`config.mk`:
```
export PLATFORM = sky130hd
export DESIGN_NAME = mma_wmem
export DESIGN_NICKNAME = d
export VERILOG_FILES = /design/src/hdl/mma_pkg.sv /design/src/hdl/mma_wmem.sv
export SDC_FILE = /design/constraint.sdc
export NUM_CORES = 2
export LEC_CHECK = 0
export BUFFER_PORTS_ARGS = -buffer_cell sky130_fd_sc_hd__buf_2
export CELL_PAD_IN_SITES_DETAIL_PLACEMENT = 1
export CELL_PAD_IN_SITES_GLOBAL_PLACEMENT = 1
export CORE_ASPECT_RATIO = 0.75
export CORE_UTILIZATION = 56
export DETAILED_ROUTE_END_ITERATION = 10
export PLACE_DENSITY = 0.83
export SLEW_MARGIN = 5
export SYNTH_ARGS = -nofsm -noshare
export SYNTH_HDL_FRONTEND = slang
export SYNTH_SLANG_ARGS = --single-unit
```
`constraint.sdc`:
```
create_clock -name clk_i -period 3.95 [get_ports clk_i]
set_clock_uncertainty 0.1 [all_clocks]
set_input_delay 1.185 -clock clk_i [delete_from_list [all_inputs] [get_ports clk_i]]
set_output_delay 1.185 -clock clk_i [all_outputs]
set_load 0.01 [all_outputs]
```
`src/hdl/mma_pkg.sv`:
```
// package: shared widths, codes and control types for the matrix multiply accumulate block
package mma_pkg;

  localparam int DEF_MAX_INNER = 16;
  localparam int DEF_MAX_COLS  = 16;

  localparam int ELEM_W = 16;
  localparam int PROD_W = 32;
  localparam int ACC_W  = 36;
  localparam int ROW_W  = 12;
  localparam int CFG_W  = 13;
  localparam int IDX_W  = 4;
  localparam int SIZE_W = 5;
  localparam int REG_W  = 2;

  localparam logic [REG_W-1:0] REG_ROWS_M  = 2'd0;
  localparam logic [REG_W-1:0] REG_INNER_K = 2'd1;
  localparam logic [REG_W-1:0] REG_COLS_N  = 2'd2;

  localparam logic REQ_LOAD   = 1'b0;
  localparam logic REQ_STREAM = 1'b1;

  localparam logic [CFG_W-1:0]  ROWS_M_RST  = 13'd16;
  localparam logic [SIZE_W-1:0] INNER_K_RST = 5'd16;
  localparam logic [SIZE_W-1:0] COLS_N_RST  = 5'd16;
  localparam logic [CFG_W-1:0]  ROWS_MAX    = 13'd4096;

  typedef struct packed {
    logic adv;
    logic valid;
    logic close;
  } mma_ctrl_t;

endpackage

```
`src/hdl/mma_wmem.sv`:
```
// weight table: one element written per word, one full weight row read per word
module mma_wmem #(
  parameter int MAX_INNER = mma_pkg::DEF_MAX_INNER,
  parameter int MAX_COLS  = mma_pkg::DEF_MAX_COLS
) (
  input  logic                                  clk_i,
  input  logic                                  wr_en_i,
  input  logic [mma_pkg::IDX_W-1:0]             wr_k_i,
  input  logic [mma_pkg::IDX_W-1:0]             wr_col_i,
  input  logic signed [mma_pkg::ELEM_W-1:0]     wr_data_i,
  input  logic                                  rd_en_i,
  input  logic [mma_pkg::IDX_W-1:0]             rd_k_i,
  output logic signed [mma_pkg::ELEM_W-1:0]     rd_row_o [MAX_COLS]
);
  import mma_pkg::*;

  localparam int KIW = (MAX_INNER > 1) ? $clog2(MAX_INNER) : 1;
  localparam int CIW = (MAX_COLS > 1) ? $clog2(MAX_COLS) : 1;

  logic signed [ELEM_W-1:0] mem [MAX_COLS][MAX_INNER];
  logic signed [ELEM_W-1:0] rd_row_q [MAX_COLS];

  always_ff @(posedge clk_i) begin
    if (wr_en_i) begin
      mem[CIW'(wr_col_i)][KIW'(wr_k_i)] <= wr_data_i;
    end
  end

  always_ff @(posedge clk_i) begin
    if (rd_en_i) begin
      for (int j = 0; j < MAX_COLS; j++) begin
        rd_row_q[j] <= mem[j][KIW'(rd_k_i)];
      end
    end
  end

  assign rd_row_o = rd_row_q;

endmodule

```
==> flow_summary.ini <==
[clock_tree]
cts.repair.resized = 0
htree_levels = 5
clk_latency_ns = 0.95
path_clk_slew_ns = 0.07
clockRootBuffer = clkbuf_16
post-cts-setup-buffers = 0
cts_tree = yes
clockBufferDepth = 4
cts_sinks = 4352
postCtsHoldBufs = 0
cts_buffers = 394

[power_and_ir_drop]
p_leak_uw = 0.0599
p_per_area_nw_per_um2 = 513
pwr-share-comb_pct = 5.0
power_frac_clock_pct = 41.0
switching_share_pct = 22.4
p_int_uw = 73800
p_seq_share_pct = 54.0
power.switching_uw = 21300
ir_drop_mv = 0.466

[drt]
antenna_left = 0
via_per_inst = 7.06
routed_wl_mm = 507
routedWlPerCell_um = 42.1
num_vias = 85100
first_pass_iters = 5
drt_iter0_markers = 13500
drc = 0

[timing]
fin_crit_sh_pct = 79.0
timing.hold.ws_ns = 0.551
slew_violations = 0
worst_pin_slew_ns = 1.35
fin_ws_ns = 0.831
relSlewSlack_pct = 9.61
finalCriticalPeriod_ns = 3.12
setup_tns_ns = 0
final_hold_viol_count = 0
rsz0062_at_grt = no
setup_viol_count_final = 0
fmax_mhz = 321

[worst_setup_path]
critPathRequiredTime_ns = 2.66
ff2ff_path_depth = 3
worstSetupPathType = reg -> out
startpoint = rd_row_o[157]
slowest_stage = edfxtp_1
cp_top_family = flip-flops
r2r_end = rd_row_o[8]
path_cells = buf_2
slowest_delay_ns = 0.67
reg2reg_slack_ns = 1.83
r2r-start = mem[15][152]
path_buf_inv = 1
cp.depth = 1
critPathArrivalTime_ns = 1.83
path_max_fanout = 2
critPathLaunchType = flip-flop
crit_end = rd_row_o[157]
endpoint_kind = primary output

[synthesis]
synth_cells = 7007
ys.flop_type = edfxtp_1
ys_seq_elements = 4352
syn_area_um2 = 162000
synth.avg_cell_area_um2 = 23.1
yosysWarnings = 0
ys_seq_area_share_pct = 80.6
syn-num-nets = 7038
yosysTopAreaCell = edfxtp_1
synth_edf_count = 4352
ys_top_cells_by_area = edfxtp_1 (81%), mux4_2 (13%), a22oi_1 (2.5%), mux2i_1 (1.0%), nand2_1 (0.63%)
synth_cell_type_count = 21
yosysMostFrequentCell = edfxtp_1
ys_top_cells_by_count = edfxtp_1 (4,352), mux4_2 (946), a22oi_1 (545), nand2_1 (272), nor2_1 (264)
synth-async-reset-ratio_pct = 0
synthDominantCellAreaShare_pct = 80.6

[floorplanning]
core_um2 = 287000
dieArea_um2 = 292000
fp.dieW_um = 623
die_h_um = 468
start_util_pct = 56.5
placementRows = 170
ioPinCount = 287

[layout]
syn2layout_area_growth_pct = 14.4
nFillCells = 22400
final_util_pct = 64.6
drive_above_1_share_pct = 29.9
nNetsFinal = 7963

[global_route]
grt_pass1_wl_mm = 704
antenna_found_initial = 33
grt_util_all_layers_pct = 34.9
grt_pass1_vias = 89200
grt_max_degree = 124
overflow = 0

[placement]
io_buffers = 286
gp_congestion = 0.815
dp_hpwl_mm = 274
pre_cts_ws_ns = 0.240

[worst_hold_path]
min-delay-start = rd_en_i
hold_class = in -> reg

[job]
cap_viol_max_count = 0

[status]
status = finished clean
## layout make-up
type | count | area [um^2] | area share [%]
tap | 3784 | 4730 | 2.55
timing repair buffer | 918 | 7840 | 4.23
multi-input combinational | 2266 | 29600 | 16.0
clock inverter | 249 | 2210 | 1.19
antenna | 15 | 37.5 | 0.0202
sequential | 4352 | 131000 | 70.5
clock buffer | 468 | 10300 | 5.56
## stage by stage
stage | instance area, um^2 | instances | total power [uW]
floorplan | 162000 | 7007 | 54400
global placement | 173000 | 11300 | 56700
detailed placement | 173000 | 11300 | 57000
CTS | 185000 | 12000 | 95200
global route | 185000 | 12000 | 96500
finish | 185000 | 12100 | 95100
## cell families (layout without fill, tap and decap cells)
| kind of cell | after synthesis | in the layout | synth area share, % |
|---|---|---|---|
| compound gates | 551 | 551 | 2.54 |
| buf+inv | 389 | 1635 | 1.18 |
| flops | 4352 | 4352 | 80.6 |
| other cells | 0 | 15 | 0 |
| simple gates | 607 | 607 | 1.48 |
| mux | 1108 | 1108 | 14.1 |
## flip-flops by register name, summed over array words and instances, names as in the netlist
signal / flops
rd_row_o: 256
mem: 4096
## cells in the final DEF (no fill, tap or decap), types with 82 or more instances in the layout
master,netlist,final
edfxtp_1,4352,4352
mux4_2,946,946
a22oi_1,545,545
buf_4,29,515
clkbuf_16,0,402
buf_2,158,265
nand2_1,272,260
nor2_1,264,244
mux2i_1,162,162
buf_12,0,119
clkinv_1,0,92
clkinv_2,0,82
## worst min-delay path by stage
| stage | end | slack [ns] | depth (start not counted) |
|---|---|---|---|
| 6_report | rd_row_o[220] | 0.55 | 1 |
| 5_1_grt | rd_row_o[220] | 0.52 | 1 |
| 4_1_cts | rd_row_o[220] | 0.50 | 1 |
| 3_5_place_dp | rd_row_o[85] | 0.64 | 3 |
| 3_3_place_gp | rd_row_o[137] | 0.62 | 3 |
| 2_1_floorplan | rd_row_o[0] | 0.61 | 3 |
## power by group through the flow
stage	Sequential (uW)	Combinational [uW]	Clock, uW
floorplan	52400	2030	0
global placement	52400	4280	0
detailed placement	52400	4530	0
CTS	51400	4680	39100
global route	51400	4850	40200
finish	51400	4740	39000
## routing by layer
metal	global-route usage, %	vias up	wire, um
met5	0	-	107
li1	-	31500	-
met3	6.45	1590	59700
met2	56.2	7592	244000
met4	19.4	18	33600
met1	45.6	44400	170000
(Power assumes the default switching activity.)
