## config.mk

```make
export PLATFORM = sky130hd
export DESIGN_NAME = mma_obuf
export DESIGN_NICKNAME = d
export VERILOG_FILES = /design/src/hdl/mma_pkg.sv /design/src/hdl/mma_obuf.sv
export SDC_FILE = /design/constraint.sdc
export NUM_CORES = 1
export LEC_CHECK = 0
export ABC_CLOCK_PERIOD_IN_PS = 4400
export BUFFER_PORTS_ARGS = -buffer_cell sky130_fd_sc_hd__buf_2
export CAP_MARGIN = 25
export CORE_MARGIN = 3
export CORE_UTILIZATION = 35
export CTS_CLUSTER_SIZE = 12
export DETAILED_ROUTE_END_ITERATION = 8
export PLACE_DENSITY = 0.66
export SLEW_MARGIN = 20
export SYNTH_ARGS = -nofsm -noshare
export SYNTH_HDL_FRONTEND = slang
export SYNTH_SLANG_ARGS = --single-unit
```

## constraint.sdc

```tcl
create_clock -name clk_i -period 4.4 [get_ports clk_i]
set_clock_uncertainty 0.15 [all_clocks]
set_input_delay 0.44 -clock clk_i [delete_from_list [all_inputs] [get_ports clk_i]]
set_output_delay 0.44 -clock clk_i [all_outputs]
set_load 0.03 [all_outputs]
```

## src/hdl/mma_pkg.sv

```systemverilog
// package: shared widths, codes and control types for the matrix multiply accumulate block
package mma_pkg;

  localparam int DEF_MAX_INNER = 16;
  localparam int DEF_MAX_COLS  = 16;

  localparam int ELEM_W = 16;
  localparam int PROD_W = 32;
  localparam int ACC_W  = 36;
  localparam int ROW_W  = 12;
  localparam int CFG_W  = 13;
  localparam int IDX_W  = 4;
  localparam int SIZE_W = 5;
  localparam int REG_W  = 2;

  localparam logic [REG_W-1:0] REG_ROWS_M  = 2'd0;
  localparam logic [REG_W-1:0] REG_INNER_K = 2'd1;
  localparam logic [REG_W-1:0] REG_COLS_N  = 2'd2;

  localparam logic REQ_LOAD   = 1'b0;
  localparam logic REQ_STREAM = 1'b1;

  localparam logic [CFG_W-1:0]  ROWS_M_RST  = 13'd16;
  localparam logic [SIZE_W-1:0] INNER_K_RST = 5'd16;
  localparam logic [SIZE_W-1:0] COLS_N_RST  = 5'd16;
  localparam logic [CFG_W-1:0]  ROWS_MAX    = 13'd4096;

  typedef struct packed {
    logic adv;
    logic valid;
    logic close;
  } mma_ctrl_t;

endpackage

```

## src/hdl/mma_obuf.sv

```systemverilog
// result buffer: holds one finished row and sends it one column word at a time
module mma_obuf #(
  parameter int MAX_COLS = mma_pkg::DEF_MAX_COLS
) (
  input  logic                               clk_i,
  input  logic                               rst_ni,
  input  logic                               load_i,
  input  logic signed [mma_pkg::ACC_W-1:0]   sum_i [MAX_COLS],
  input  logic [mma_pkg::ROW_W-1:0]          row_i,
  input  logic [mma_pkg::SIZE_W-1:0]         nn_i,
  output logic                               busy_o,
  output logic                               out_valid_o,
  input  logic                               out_stall_i,
  output logic [mma_pkg::ROW_W-1:0]          row_index_o,
  output logic [mma_pkg::IDX_W-1:0]          out_col_o,
  output logic signed [mma_pkg::ACC_W-1:0]   sum_value_o,
  output logic                               last_o
);
  import mma_pkg::*;

  localparam int CIW = (MAX_COLS > 1) ? $clog2(MAX_COLS) : 1;

  logic signed [ACC_W-1:0] buf_q [MAX_COLS];
  logic [ROW_W-1:0]        row_q;
  logic [CIW-1:0]          idx_q, idx_d, last_idx_q;
  logic                    busy_q, busy_d;
  logic                    take;

  assign take = busy_q && !out_stall_i;

  always_comb begin
    busy_d = busy_q;
    idx_d  = idx_q;
    if (load_i) begin
      busy_d = 1'b1;
      idx_d  = '0;
    end else if (take) begin
      if (idx_q == last_idx_q) begin
        busy_d = 1'b0;
      end else begin
        idx_d = idx_q + 1'b1;
      end
    end
  end

  always_ff @(posedge clk_i or negedge rst_ni) begin
    if (!rst_ni) begin
      busy_q <= 1'b0;
      idx_q  <= '0;
    end else begin
      busy_q <= busy_d;
      idx_q  <= idx_d;
    end
  end

  always_ff @(posedge clk_i) begin
    if (load_i) begin
      buf_q      <= sum_i;
      row_q      <= row_i;
      last_idx_q <= CIW'(nn_i - 5'd1);
    end
  end

  assign busy_o      = busy_q;
  assign out_valid_o = busy_q;
  assign row_index_o = row_q;
  assign out_col_o   = IDX_W'(idx_q);
  assign sum_value_o = buf_q[idx_q];
  assign last_o      = (idx_q == last_idx_q);

endmodule

```

==> results of run 1 <==
[synthesized netlist by cell type (all sizes together) (4+ instances only)]
master	count	share of area, %
o21ai	36	0.79
edfxtp	592	78
mux2i	145	6.4
a22oi	36	1.2
dfrtp	5	0.55
a221oi	72	3.0
inv	4	0.066
clkbuf	21	0.35
nand2	36	0.59
mux4	72	7.1
buf	41	1.4
xnor2	5	0.19
[cell families after synthesis]
group	share of synthesized area, %
XOR/XNOR	0.268
adder cells (fa/ha/maj)	0.110
buffers and inverters	1.79
flip-flops	78.4
AO/OA/AOI/OAI	5.15
AND/OR/NAND/NOR	0.865
multiplexers	13.5
[stage by stage]
stage / hold WS [ns] / cell area (µm²) / std cells / worst slack [ns] / utilization (%)
3_5_place_dp: 0.126 / 27200 / 2573 / 1.33 / 42.2
3_3_place_gp: 0.121 / 27200 / 2572 / 1.41 / 42.2
2_1_floorplan: -0.00559 / 22800 / 1086 / 1.91 / -
==> run metrics, run 1 <==
Yosys warnings 0; DP HPWL 43900 µm; ys flop type edfxtp_1; die extent in x around 260 µm; Synth async-reset ratio 0.838%; initial core utilization between 30% and 40%; Synth cell types 31; Yosys reg bits 597; hold buffers post-CTS ~540; Setup Fix Bufs, Post-CTS 0; syn_area_per_cell roughly 21 µm²; Seq/Total Area, Yosys roughly four fifths; global placement routability congestion ~0.85; post_cts resized 0; CTS sink count about 600; Exit stage 4_1_cts; status stopped before the end; Port Buffers between 600 and 700; net count after synthesis about 1.7k; Cells after Synth approximately 1.1k; CTS Buffer Depth 3; Ports 652; CTS root buffer clkbuf_16; Die H 261 µm; Post-Syn Area 0.0228 mm²; number of synthesized flops with an enable pin ~600; First Err [ERROR RSZ-0060] Max buffer count reached.; row count between 90 and 100; H-tree depth 3; CTS buffer count 66
==> run 2: changes to the inputs <==
CORE_UTILIZATION = 20   (was 35)
CTS_CLUSTER_SIZE = not set   (was 12)
PLACE_DENSITY = not set   (was 0.66)
PLACE_DENSITY_LB_ADDON = 0.15   (was not set)
==> run 2 against run 1 <==
Area after synthesis unchanged. Synthesized cell count unchanged. The run now ends clean.
==> run metrics, run 2 <==
status complete, no violations; Switch Pwr around 3600 µW; Logic pwr share 13.8%; first-pass GRT wire length between 100000 and 150000 µm; post-route setup slack a little under 0.7 ns; Yosys reg bits 597; hold_ws 0.149 ns; DRC 0; ANT nets after route 0; filler cell count approximately 11k; Port Buffers 650; Clk pwr share 40.4%; total track usage between 10% and 20%; row count 123; cell area after layout about 0.036 mm²; cell internal pwr 11500 µW; crit path capture type primary output; critical path endpoint sum_value_o[7]; sequential power share between 40% and 50%; Cells after Synth around 1.1k; Die H about 340 µm; Synth async-reset ratio less than 1%; Core Region ~0.11 mm²; Post-Syn Area between 0.02 and 0.025 mm²; DP Worst Slack 1.25 ns; Yosys warnings 0; Setup Fix Bufs, Post-CTS 0; Required @ worst endpoint between 3 and 4 ns; area post-placement approximately 0.028 mm²; critical path type reg2out; H-tree depth 3; CTS root buffer clkbuf_16; GR Overflow Total 0; ys flop type edfxtp_1; Synth cell types 31; initial antenna violation count 10; fin nets 2985; clk slew on worst S/H paths about 0.06 ns; synth cell count leaders edfxtp_1 (592), mux2i_1 (145), mux4_2 (72), a221oi_1 (65); global placement routability congestion 0.761; CTS sink count ~600; Seq/Total Area, Yosys about four fifths; Max-slew headroom 44.5%; RSZ-0062 raised after global routing no; average wire per standard cell 20.1 µm; P_leak ~0.014 µW; worst vdd ir between 200 and 300 µV; cell taking the most area after synthesis edfxtp_1; Worst EP arrival between 3 and 4 ns; DP HPWL 54500 µm; Iter 0 DRT Violations between 700 and 800; top-count cell post-synth edfxtp_1; total wire length 79700 µm; net count after synthesis roughly 1.7k; largest cells by area after synthesis edfxtp_1 (78%), mux4_2 (7.1%), mux2i_1 (6.4%); TritonCTS clock tree built; power per cell area between 400 and 500 mW/mm²; Sw Ratio between 20% and 30%; Crit Path Max Fanout 26; Area growth syn-to-layout 59.6%; vias in the first global route approximately 18k; CP Launch Type flip-flop; die footprint between 0.1 and 0.15 mm²; Max Cap Viol 0; Reg with most FFs buf_q; later-pin clock latency in the skew report between 0.6 and 0.7 ns; Final Critical Period ~3.7 ns; DP Cell Count ~3.2k; CTS buffer count 76; max FFs per register 576; R2R setup slack between 1.5 and 2 ns; CTS Buffer Depth 3; initial core utilization approximately a fifth; layout cells sized above 1 36.1%; via density per instance 3.93; crit path from out_col_o[0]$_DFFE_PN0P_; period utilization 84.7%; Ports 652; most frequent cells in the layout buf_2 (649), dlygate4sd3_1 (594), edfxtp_1 (592); number of synthesized flops with an enable pin 592; Cell Count, Final, Fillers Out roughly 4k; TritonRoute pass-1 iters 4; fraction of post-synthesis cell area in the top cell type by area around 78%; die extent in x roughly 340 µm; Min-Delay Path Class in2reg; Final setup violation count 0; R2R depth 5; Worst-Margin Slew 0.833 ns; largest net degree at the start of global routing just under 80; vias after detailed routing around 16k; syn_area_per_cell between 20 and 25 µm²; Fmax around 270 MHz; R2R Path End out_col_o[2]$_DFFE_PN0P_; commonest non-fill, non-tap cell in the layout buf_2; origin of the critical flop-to-flop path out_col_o[3]$_DFFE_PN0P_; fin. max-slew vios 0; Setup TNS 0 ns; Final Hold Violating Endpoints 0
-- run 2: cell counts after synthesis --
No cell type changed its count.
-- run 2: metrics by stage --
stage               utilization (%)  total power [µW]
floorplan                         -              7900
global placement               24.8              8660
detailed placement             24.8              8680
CTS                            32.3             15400
global route                   32.3             15800
finish                         32.3             15100
-- run 2: final cells by class --
type	count	area, µm²	share of cell area, %
diodes	8	20.0	0.0549
flip-flops and latches	597	17900	49.1
multi-input cells	423	4540	12.5
clock inverters	41	363	0.995
clock buffers	97	2070	5.67
well taps	1500	1880	5.15
repair buffers	1284	9660	26.5
inverters	4	15.0	0.0412
-- run 2: power by group through the flow --
| stage | clock [µW] | combinational [µW] | sequential (µW) |
|---|---|---|---|
| after global placement | 0 | 1660 | 7000 |
| final | 6090 | 2080 | 6890 |
| after detailed placement | 0 | 1670 | 7020 |
| after floorplan | 0 | 921 | 6970 |
| after global routing | 6580 | 2240 | 6930 |
| after CTS | 6340 | 2130 | 6900 |
-- run 2: metal layers --
metal  share of wire [%]  vias up  global-route usage (%)
li1                    -     7203                       -
met5               0.029        -                       0
met3                 5.2      112                    2.91
met4                 2.6        4                    4.44
met1                  39     7767                    15.2
met2                  53      466                    24.0
-- run 2: cell families (layout without fill, tap and decap cells) --
family	after synthesis	after routing	share of synthesized area, %
AOI/OAI and AO/OA	150	150	5.15
xor gates and xnor gates	7	7	0.268
adders and majority gates	2	2	0.110
buffers and inverters	66	1426	1.79
DFF	597	597	78.4
muxes	217	217	13.5
other	0	8	0
and+or+nand+nor	47	47	0.865
-- run 2: timing repair --
item / in CTS / in global routing
hold buffers: 594 / 0
resized for setup: 0 / 0
hold endpoints to repair: 597 / 0
-- run 2: worst min path at each step --
stage	start	end	slack, ns	depth (start not counted)
after floorplan	rst_ni	busy_o$_DFFE_PN0P_	-0.006	0
after global placement	rst_ni	busy_o$_DFFE_PN0P_	0.14	1
after detailed placement	rst_ni	busy_o$_DFFE_PN0P_	0.14	1
after CTS	nn_i[1]	last_idx_q[3]$_DFFE_PP_	0.08	3
after global routing	nn_i[1]	last_idx_q[3]$_DFFE_PP_	0.12	3
final	nn_i[1]	last_idx_q[3]$_DFFE_PP_	0.15	3
-- run 2: worst max-delay path, cell delays in order (launching register included) --
cell and delay (ns):
dfrtp_4 0.72, buf_4 0.54, mux2i_1 0.15, a221oi_1 0.55, o21ai_0 0.17, nand2_1 0.12, buf_2 0.21
Note: power is estimated with default switching activity, not from simulation.
